===== src/sv/assert_macros.svh =====
// ---------------------------------------------------------------------------
// Assertion macros
// Concurrent assertion wrappers shared by the table RTL; empty when SYNTH is set.
// ---------------------------------------------------------------------------
`ifndef ASSERT_MACROS_SVH
`define ASSERT_MACROS_SVH
`ifndef SYNTH
`define SKVT_ASSERT(lbl, clk, rst_n, prop) \
	lbl: assert property (@(posedge clk) disable iff (!rst_n) (prop)) \
		else $error("table assertion failed");
`define SKVT_ASSERT_IMP(lbl, clk, rst_n, ante, cons) \
	lbl: assert property (@(posedge clk) disable iff (!rst_n) (ante) |-> (cons)) \
		else $error("table assertion failed");
`define SKVT_ASSERT_NXT(lbl, clk, rst_n, ante, cons) \
	lbl: assert property (@(posedge clk) disable iff (!rst_n) (ante) |=> (cons)) \
		else $error("table assertion failed");
`else
`define SKVT_ASSERT(lbl, clk, rst_n, prop)
`define SKVT_ASSERT_IMP(lbl, clk, rst_n, ante, cons)
`define SKVT_ASSERT_NXT(lbl, clk, rst_n, ante, cons)
`endif
`endif


===== src/sv/skvt_pkg.sv =====
// ---------------------------------------------------------------------------
// Sparse key/value table package
// Shared constants, codes and control types of the table.
// ---------------------------------------------------------------------------
package skvt_pkg;

	localparam int CAPACITY_DEF    = 128;
	localparam int KEY_WIDTH_DEF   = 20;
	localparam int KEY_LIMIT_RESET = 1000000;
	localparam int VALUE_W         = 32;
	localparam int REQ_W           = 2;
	localparam int STATUS_W        = 2;
	localparam int COUNT_OUT_W     = 8;

	typedef enum logic [REQ_W-1:0] {
		REQ_PUT    = 2'd0,
		REQ_GET    = 2'd1,
		REQ_DEL    = 2'd2,
		REQ_UNUSED = 2'd3
	} req_t;

	typedef enum logic [STATUS_W-1:0] {
		STAT_OK    = 2'd0,
		STAT_RANGE = 2'd1,
		STAT_FULL  = 2'd2
	} status_t;

	typedef enum logic [1:0] {
		S_IDLE,
		S_LOOK,
		S_RESOLVE,
		S_COMMIT
	} state_t;

	typedef struct packed {
		logic look;
		logic update;
		logic append;
		logic shift;
	} cell_ctl_t;

endpackage


===== src/sv/skvt_cell.sv =====
// ---------------------------------------------------------------------------
// Table cell
// One entry of the table: key, value and match flag, with a shift path from
// the next cell used to close the gap left by a delete.
// ---------------------------------------------------------------------------
module skvt_cell #(
	parameter int CAPACITY  = skvt_pkg::CAPACITY_DEF,
	parameter int KEY_WIDTH = skvt_pkg::KEY_WIDTH_DEF,
	parameter int IDX       = 0
) (
	input  logic                                  clk,
	input  logic                                  arst_n,
	input  skvt_pkg::cell_ctl_t                   ctl,
	input  logic [KEY_WIDTH-1:0]                  cmp_key,
	input  logic [skvt_pkg::VALUE_W-1:0]          wr_value,
	input  logic [$clog2(CAPACITY+1)-1:0]         count,
	input  logic [$clog2(CAPACITY)-1:0]           slot,
	input  logic [KEY_WIDTH-1:0]                  next_key,
	input  logic [skvt_pkg::VALUE_W-1:0]          next_value,
	output logic [KEY_WIDTH-1:0]                  key,
	output logic [skvt_pkg::VALUE_W-1:0]          value,
	output logic                                  match
);
	localparam int CW = $clog2(CAPACITY+1);
	localparam int SW = $clog2(CAPACITY);

	logic [KEY_WIDTH-1:0]         key_q;
	logic [skvt_pkg::VALUE_W-1:0] value_q;
	logic                         match_q;
	logic                         occupied;
	logic                         shift_en;

	assign occupied = CW'(IDX) < count;
	assign shift_en = ctl.shift && (SW'(IDX) >= slot) && (CW'(IDX + 1) < count);

	always_ff @(posedge clk or negedge arst_n) begin
		if (!arst_n) begin
			match_q <= 1'b0;
		end else if (ctl.look) begin
			match_q <= occupied && (key_q == cmp_key);
		end
	end

	always_ff @(posedge clk) begin
		if (ctl.append && (CW'(IDX) == count)) begin
			key_q   <= cmp_key;
			value_q <= wr_value;
		end else if (ctl.update && match_q) begin
			value_q <= wr_value;
		end else if (shift_en) begin
			key_q   <= next_key;
			value_q <= next_value;
		end
	end

	assign key   = key_q;
	assign value = value_q;
	assign match = match_q;

endmodule


===== config.mk =====
export PLATFORM = sky130hd
export DESIGN_NAME = skvt_cell
export DESIGN_NICKNAME = d
export VERILOG_FILES = /design/src/sv/assert_macros.svh /design/src/sv/skvt_pkg.sv /design/src/sv/skvt_cell.sv
export SDC_FILE = /design/constraint.sdc
export NUM_CORES = 1
export LEC_CHECK = 0
export BUFFER_PORTS_ARGS = -buffer_cell sky130_fd_sc_hd__buf_2
export CELL_PAD_IN_SITES_DETAIL_PLACEMENT = 1
export CELL_PAD_IN_SITES_GLOBAL_PLACEMENT = 1
export CORE_MARGIN = 3
export CORE_UTILIZATION = 36
export CTS_BUF_LIST = sky130_fd_sc_hd__clkbuf_2
export DETAILED_ROUTE_END_ITERATION = 12
export GPL_ROUTABILITY_DRIVEN = 0
export PLACE_DENSITY_LB_ADDON = 0.1
export SYNTH_ARGS = -nofsm -noshare
export SYNTH_HDL_FRONTEND = slang
export SYNTH_SLANG_ARGS = --single-unit

===== constraint.sdc =====
create_clock -name clk -period 6.65 [get_ports clk]
set_input_delay 0.3325 -clock clk [delete_from_list [all_inputs] [get_ports clk]]
set_output_delay 0.3325 -clock clk [all_outputs]
set_load 0.05 [all_outputs]

==> results of run 1 <==
==> worst max path at each step <==
stage,start,end,cells past startpoint
2_1_floorplan,match$_DFFE_PN0P_,key[0]$_DFFE_PP_,2
3_3_place_gp,count[5],key[17]$_DFFE_PP_,4
3_5_place_dp,count[0],key[15]$_DFFE_PP_,4
4_1_cts,match$_DFFE_PN0P_,value[27]$_DFFE_PP_,5
5_1_grt,match$_DFFE_PN0P_,value[27]$_DFFE_PP_,5
6_report,match$_DFFE_PN0P_,value[28]$_DFFE_PP_,5
==> cells in the final DEF, fill, tap and decap left out, drive strengths merged <==
cell / count
o21ai: 1
o2bb2ai: 1
nor2: 1
dfrtp: 1
buf: 179
nor4b: 1
and2: 1
nand3: 2
o211ai: 1
clkinv: 1
dlygate4sd3: 1
a31oi: 1
clkbuf: 6
inv: 1
nor3: 2
edfxtp: 52
nand2: 2
bufinv: 1
mux2: 52
xor2: 20
nand4: 1
nor4: 7
==> cell type report <==
class	instances	share of cell area (%)
multi-input combinational	93	28.13
sequential	53	42.46
clock buffer	6	0.8038
tap	96	3.215
timing repair buffer	180	24.38
inverter	1	0.1005
clock inverter	2	0.9042
==> power breakdown <==
| group | internal (mW) | switching [mW] | leakage [nW] | total [mW] |
|---|---|---|---|---|
| registers | 0.368 | 0.000699 | 0.482 | 0.369 |
| logic | 0.0486 | 0.0314 | 1.22 | 0.0800 |
| clock network | 0.0640 | 0.0987 | 0.0406 | 0.163 |
| total | 0.481 | 0.131 | 1.74 | 0.612 |
==> per-layer routing <==
metal | track usage [%] | wire, um | vias up
met3 | 5.605 | 666 | 6
met1 | 16.99 | 2522 | 967
li1 | - | - | 947
met4 | 4.084 | 68 | 0
met2 | 32.57 | 3990 | 95
met5 | 0 | 0 | -
==> state kept, by name, indices dropped and copies added (netlist names) <==
| signal | flops |
|---|---|
| key | 20 |
| value | 32 |
| match | 1 |
==> metrics by stage <==
step | power [mW] | cell area, um2 | instances | hold WS, ps
CTS | 0.6197 | 3736 | 431 | 137.9
detailed placement | 0.4567 | 3662 | 422 | 110.5
finish | 0.6119 | 3736 | 431 | 168.6
global placement | 0.4537 | 3662 | 422 | 108.0
floorplan | 0.4101 | 2694 | 152 | 36.91
global route | 0.6381 | 3736 | 431 | 106.9
==> cells by family after synthesis <==
family,Yosys count,share of synthesized area [%]
simple gates,17,4.877
mux,52,25.92
xor+xnor,20,6.503
flops,53,58.89
compound gates,4,1.579
buf+inv,6,2.229
==> summary.txt, run 1 <==
Critical path
  – Crit-path cells: and2_1, a31oi_4, buf_4, nand2_1, buf_4
  – Startpoint Class: flip-flop
  – FF-to-FF End: value[28]$_DFFE_PP_
  – Most common cell on crit path: buf_4
  – CP max stage delay: 490 ps
  – Worst path buffer plus inverter count: 2
  – Critical R2R Launch: match$_DFFE_PN0P_
  – Worst Path Required: 6800 ps
  – Max FO, Critical Path: 33
  – CP Capture Type: flip-flop
  – Largest delay share family, worst path: buffers and inverters
  – Setup Crit Path Kind: flip-flop to flip-flop
  – Worst path slowest cell: buf_4
  – Worst Path Arrival: 2150 ps
  – Worst r2r path cells: 5
  – Flop-to-flop setup slack: 4650 ps

Finish
  – Utilization after layout: 53.23%
  – Register area: 1587 um2
  – Area grow syn2layout: 38.69%
  – FILL cells: 773
  – # diodes: 0
  – Area of the multi-input gates: 1051 um2
  – Ratio of cells with drive above 1 in the final layout: 72.54%
  – Nets@finish: 459

STA
  – Worst-margin pin slew: 1051 ps
  – Final Skew: 17.92 ps
  – Setup violators final: 0
  – Setup tns final: 0 ps
  – Peak Freq: 0.4999 GHz
  – RSZ-0062 raised after global routing: false
  – Final hold viol count: 0
  – Tmin final: 2000 ps
  – Max Slew Vio Count: 0
  – Final period util: 30.08%
  – Final WS setup: 4650 ps
  – Worst slew margin: 29.93%

Worst hold path
  – Hold WC Path Type: input pin to flip-flop
  – Hold Path Depth: 2
  – HP Start: next_value[16]
  – Hold Crit Endpoint: value[16]$_DFFE_PP_

Logic synthesis
  – Cell area after synthesis: 2694 um2
  – Synth cell types: 21
  – Yosys reg bits: 53
  – Sequential area share after synthesis: 58.89%
  – Synth warn: 0
  – Net Count, Synth: 277
  – Syn_area_per_cell: 17.72 um2
  – Number of synthesized flops with an enable pin: 52
  – Mapped Cells: 152
  – Leading area contributor after synthesis: edfxtp_1
  – Synth Flop Type: edfxtp_1
  – Top post-synthesis cells by area: edfxtp_1 (58%), mux2_4 (17%), mux2_2 (9.2%)
  – Synth top area share: 57.97%
  – Async SR Flop Fraction: 1.887%
  – Most frequent cell after synthesis: edfxtp_1
  – Top post-synthesis cells by count: edfxtp_1 (52), mux2_4 (30), mux2_2 (22), xor2_1 (20)

Routing
  – Via count: 2015
  – ANT nets after route: 0
  – WL per Instance: 16.81 um
  – Residual DRC: 0
  – Detailed Route WL: 7.247 mm
  – DRT Pass-1 Iters: 4
  – Vias per Instance: 4.675
  – DRT iter0 DRCs: 38

Pwr
  – Leak Pwr: 1.741 nW
  – P per Cell Area: 163.8 nW/um2
  – VDD IR max: 0.09011 mV

GRT
  – Vias in the first global route: 2208
  – First-pass GRT wire length: 11.07 mm
  – GRT overflow: 0
  – Antenna violations before repair: 0
  – GRT Total Usage: 16.76%
  – Largest net degree at the start of global routing: 34

Clocking
  – Clock Sinks: 53
  – Setup bufs post-CTS: 0
  – CTS tree: done
  – CTS root buffer: clkbuf_2
  – Largest buffer count on any clock path: 2
  – Clock H-tree levels: 2
  – Resized cells post-CTS: 0
  – Worst-path clk slew: 270 ps
  – Clock Latency Late Sink: 420 ps
  – Cts bufs inserted: 5
  – Hold buffers post-CTS: 1

Placed design
  – Dpl ws: 4209 ps
  – I/O Buffers: 177
  – Post-DP HPWL: 5.926 mm

Die
  – Core box area: 7019 um2
  – # IOs: 178
  – Std cell rows: 30
  – Initial core utilization: 38.38%
  – Die Wd: 92.51 um
  – Die Area: 8557 um2
  – Die Height: 92.51 um

Outcome
  – Status: completed

Run
  – Max-cap violations: 0
No activity file was read; power rests on OpenSTA's default activity.
==> run 2: changes to the inputs <==
- ABC_AREA: unset -> 1
- CORE_UTILIZATION: 36 -> 28
- clock period: 6.65 -> 1.7 ns (I/O delays scaled with it)
==> run 2 against run 1 <==
Combinational power increased to 6.5 times the previous value. Core utilization decreased by 1.8 points. Global-route usage increased by 2.8 points. Register-to-register slack got worse by 4300 ps. Final area increased by 37%. Hold slack got worse by 130 ps. Critical path type is now input pin to flip-flop.
==> summary.txt, run 2 <==
Outcome
  – Status: completed

STA
  – Final period util: 91.93%
  – Worst slew margin: 77.54% (+48 points)
  – Final hold viol count: 0 (unchanged)
  – Worst-margin pin slew: 336.9 ps (-714.1 ps)
  – RSZ-0062 raised after global routing: false
  – Max Slew Vio Count: 0 (unchanged)
  – Final WS setup: 137.2 ps (-4513 ps)
  – Setup violators final: 0 (unchanged)
  – Final Skew: 19.55 ps (+1.631 ps)
  – Setup tns final: 0 ps (unchanged)
  – Tmin final: 1563 ps
  – Peak Freq: 0.6399 GHz

Clocking
  – CTS tree: done
  – Largest buffer count on any clock path: 2 (unchanged)
  – Hold buffers post-CTS: 107 (+106)
  – Worst-path clk slew: 280 ps (about the same)
  – Setup bufs post-CTS: 0 (unchanged)
  – Clock H-tree levels: 2 (unchanged)
  – Clock Latency Late Sink: 440 ps (+20 ps)
  – Cts bufs inserted: 5 (unchanged)
  – Clock Sinks: 53 (unchanged)
  – CTS root buffer: clkbuf_2
  – Resized cells post-CTS: 0 (unchanged)

Die
  – # IOs: 178 (unchanged)
  – Die Height: 107.9 um (+17%)
  – Std cell rows: 36 (+20%)
  – Core box area: 9955 um2 (+42%)
  – Initial core utilization: 29.22% (-9.2 points)
  – Die Wd: 107.9 um (+17%)
  – Die Area: 11650 um2 (+36%)

Logic synthesis
  – Net Count, Synth: 461 (+66%)
  – Cell area after synthesis: 2909 um2 (+8.0%)
  – Synth top area share: 53.68% (-4.3 points)
  – Most frequent cell after synthesis: nand2_1
  – Synth Flop Type: edfxtp_1
  – Top post-synthesis cells by area: edfxtp_1 (54%), nand2_1 (18%), nand3_2 (6.9%)
  – Number of synthesized flops with an enable pin: 52 (unchanged)
  – Synth cell types: 22 (+4.8%)
  – Sequential area share after synthesis: 54.54% (-4.4 points)
  – Leading area contributor after synthesis: edfxtp_1
  – Syn_area_per_cell: 8.658 um2 (-51%)
  – Mapped Cells: 336 (+120%)
  – Synth warn: 0 (unchanged)
  – Top post-synthesis cells by count: nand2_1 (139), edfxtp_1 (52), inv_1 (40), nand3_1 (24), nand3_2 (20)
  – Async SR Flop Fraction: 1.887% (unchanged)
  – Yosys reg bits: 53 (unchanged)

GRT
  – GRT overflow: 0 (unchanged)
  – Vias in the first global route: 3735 (+69%)
  – Antenna violations before repair: 0 (unchanged)
  – Largest net degree at the start of global routing: 29 (-15%)
  – GRT Total Usage: 19.54% (+2.8 points)
  – First-pass GRT wire length: 17.76 mm (+60%)

Routing
  – DRT iter0 DRCs: 106 (+180%)
  – Via count: 3323 (+65%)
  – Vias per Instance: 4.396 (-6.0%)
  – Met3 WL: 728 um (+9.3%)
  – WL per Instance: 15.06 um (-10%)
  – Uppermost layer routed: met4
  – Detailed Route WL: 11.38 mm (+57%)
  – DRT Pass-1 Iters: 4 (unchanged)
  – Residual DRC: 0 (unchanged)
  – ANT nets after route: 0 (unchanged)
  – Met2 wire len: 5.945 mm (+49%)
  – Metal1 wirelength: 4.453 mm (+77%)

Pwr
  – VDD IR max: 0.2680 mV (+200%)
  – P per Cell Area: 489.0 nW/um2 (+200%)
  – Leak Pwr: 2.601 nW (+49%)
  – Overall power: 2.505 mW (+310%)

Finish
  – Most frequent cells in the layout: buf_2 (177), nand2_1 (138), dlygate4sd3_1 (107)
  – Utilization after layout: 51.46% (-1.8 points)
  – Commonest non-fill, non-tap cell in the layout: buf_2
  – Max reg flops: 32 (unchanged)
  – Ratio of cells with drive above 1 in the final layout: 35.47% (-37 points)
  – Final instance area: 5122 um2 (+37%)
  – FILL cells: 1244 (+61%)
  – Nets@finish: 747 (+63%)
  – # diodes: 0 (unchanged)
  – Area grow syn2layout: 76.09%

Placed design
  – Area of placed instances: 4008 um2 (+9.4%)
  – Dpl ws: 167.8 ps (-4041 ps)
  – I/O Buffers: 177 (unchanged)
  – Post-DP HPWL: 7.368 mm (+24%)

Critical path
  – Worst Path Required: 1940 ps (-4860 ps)
  – Max FO, Critical Path: 28 (-15%)
  – Setup Crit Path Kind: input pin to flip-flop
  – Startpoint Class: input pin
  – Worst Path Arrival: 1800 ps (-350 ps)
  – CP Capture Type: flip-flop

Run
  – Max-cap violations: 0 (unchanged)

Worst hold path
  – Hold WC Path Type: input pin to flip-flop
-- run 2: cell types whose count changed in the layout (fill, tap and decap cells not counted), sizes merged, moves of 2 or more --
cell / before / now
nand2: 2 / 141
dlygate4sd3: 1 / 107
mux2: 52 / 0
nand3: 2 / 44
inv: 1 / 41
xor2: 20 / 1
o21ai: 1 / 19
nor2: 1 / 17
buf: 179 / 186
nor4: 7 / 1
xnor2: 0 / 2
-- run 2: critical path: stages --
cell	delay, ps
buf_2	90
or2_1	210
nor2_1	80
nand2_1	110
clkinv_2	130
nand2_4	100
buf_4	250
nand2_1	80
o21ai_0	70
dlygate4sd3_1	570
-- run 2: path summary, 6_finish.rpt --
| path | start | to | slack (ps) | cells after the start |
|---|---|---|---|---|
| worst max register to register | match$_DFFE_PN0P_ | value[7]$_DFFE_PP_ | 340 | 5 |
| max in group asynchronous | arst_n | match$_DFFE_PN0P_ | 1150 | 3 |
| worst max-delay path | count[0] | key[1]$_DFFE_PP_ | 140 | 10 |
| min in group asynchronous | arst_n | match$_DFFE_PN0P_ | 440 | 3 |
| worst min register to register | match$_DFFE_PN0P_ | match$_DFFE_PN0P_ | 590 | 2 |
| worst min-delay path | cmp_key[18] | match$_DFFE_PN0P_ | 40 | 6 |
-- run 2: final cells by class --
cell class | count | area, um2 | area share [%]
inverter | 41 | 155.1 | 3.029
multi-input combinational | 228 | 1095 | 21.37
clock inverter | 2 | 13.76 | 0.2687
sequential | 53 | 1588 | 31.00
clock buffer | 6 | 30.03 | 0.5862
timing repair buffer | 293 | 2074 | 40.50
tap | 133 | 166.4 | 3.249
-- run 2: power breakdown --
group | total (mW) | internal, mW | switching [mW]
clock network | 0.539 | 0.112 | 0.427
registers | 1.45 | 1.44 | 0.00313
logic | 0.521 | 0.322 | 0.198
-- run 2: per-layer routing --
layer / track usage [%] / up-vias
met5: 0 / -
met4: 6.312 / 0
met3: 4.776 / 17
met2: 37.30 / 126
li1: - / 1644
met1: 20.95 / 1536
-- run 2: cells by family (layout without fill, tap and decap cells) --
family | Yosys count | count (layout) | share of synthesized area, %
xor+xnor | 3 | 3 | 0.9034
flops | 53 | 53 | 54.54
buf+inv | 55 | 342 | 8.730
compound gates | 19 | 19 | 3.269
simple gates | 206 | 206 | 32.56
-- run 2: per-stage QoR --
step | std cells | hold WS [ps]
3_3_place_gp | 641 | -128.6
5_1_grt | 756 | 28.04
6_report | 756 | 36.33
3_5_place_dp | 641 | -128.1
2_1_floorplan | 336 | -210.6
4_1_cts | 756 | 1.438
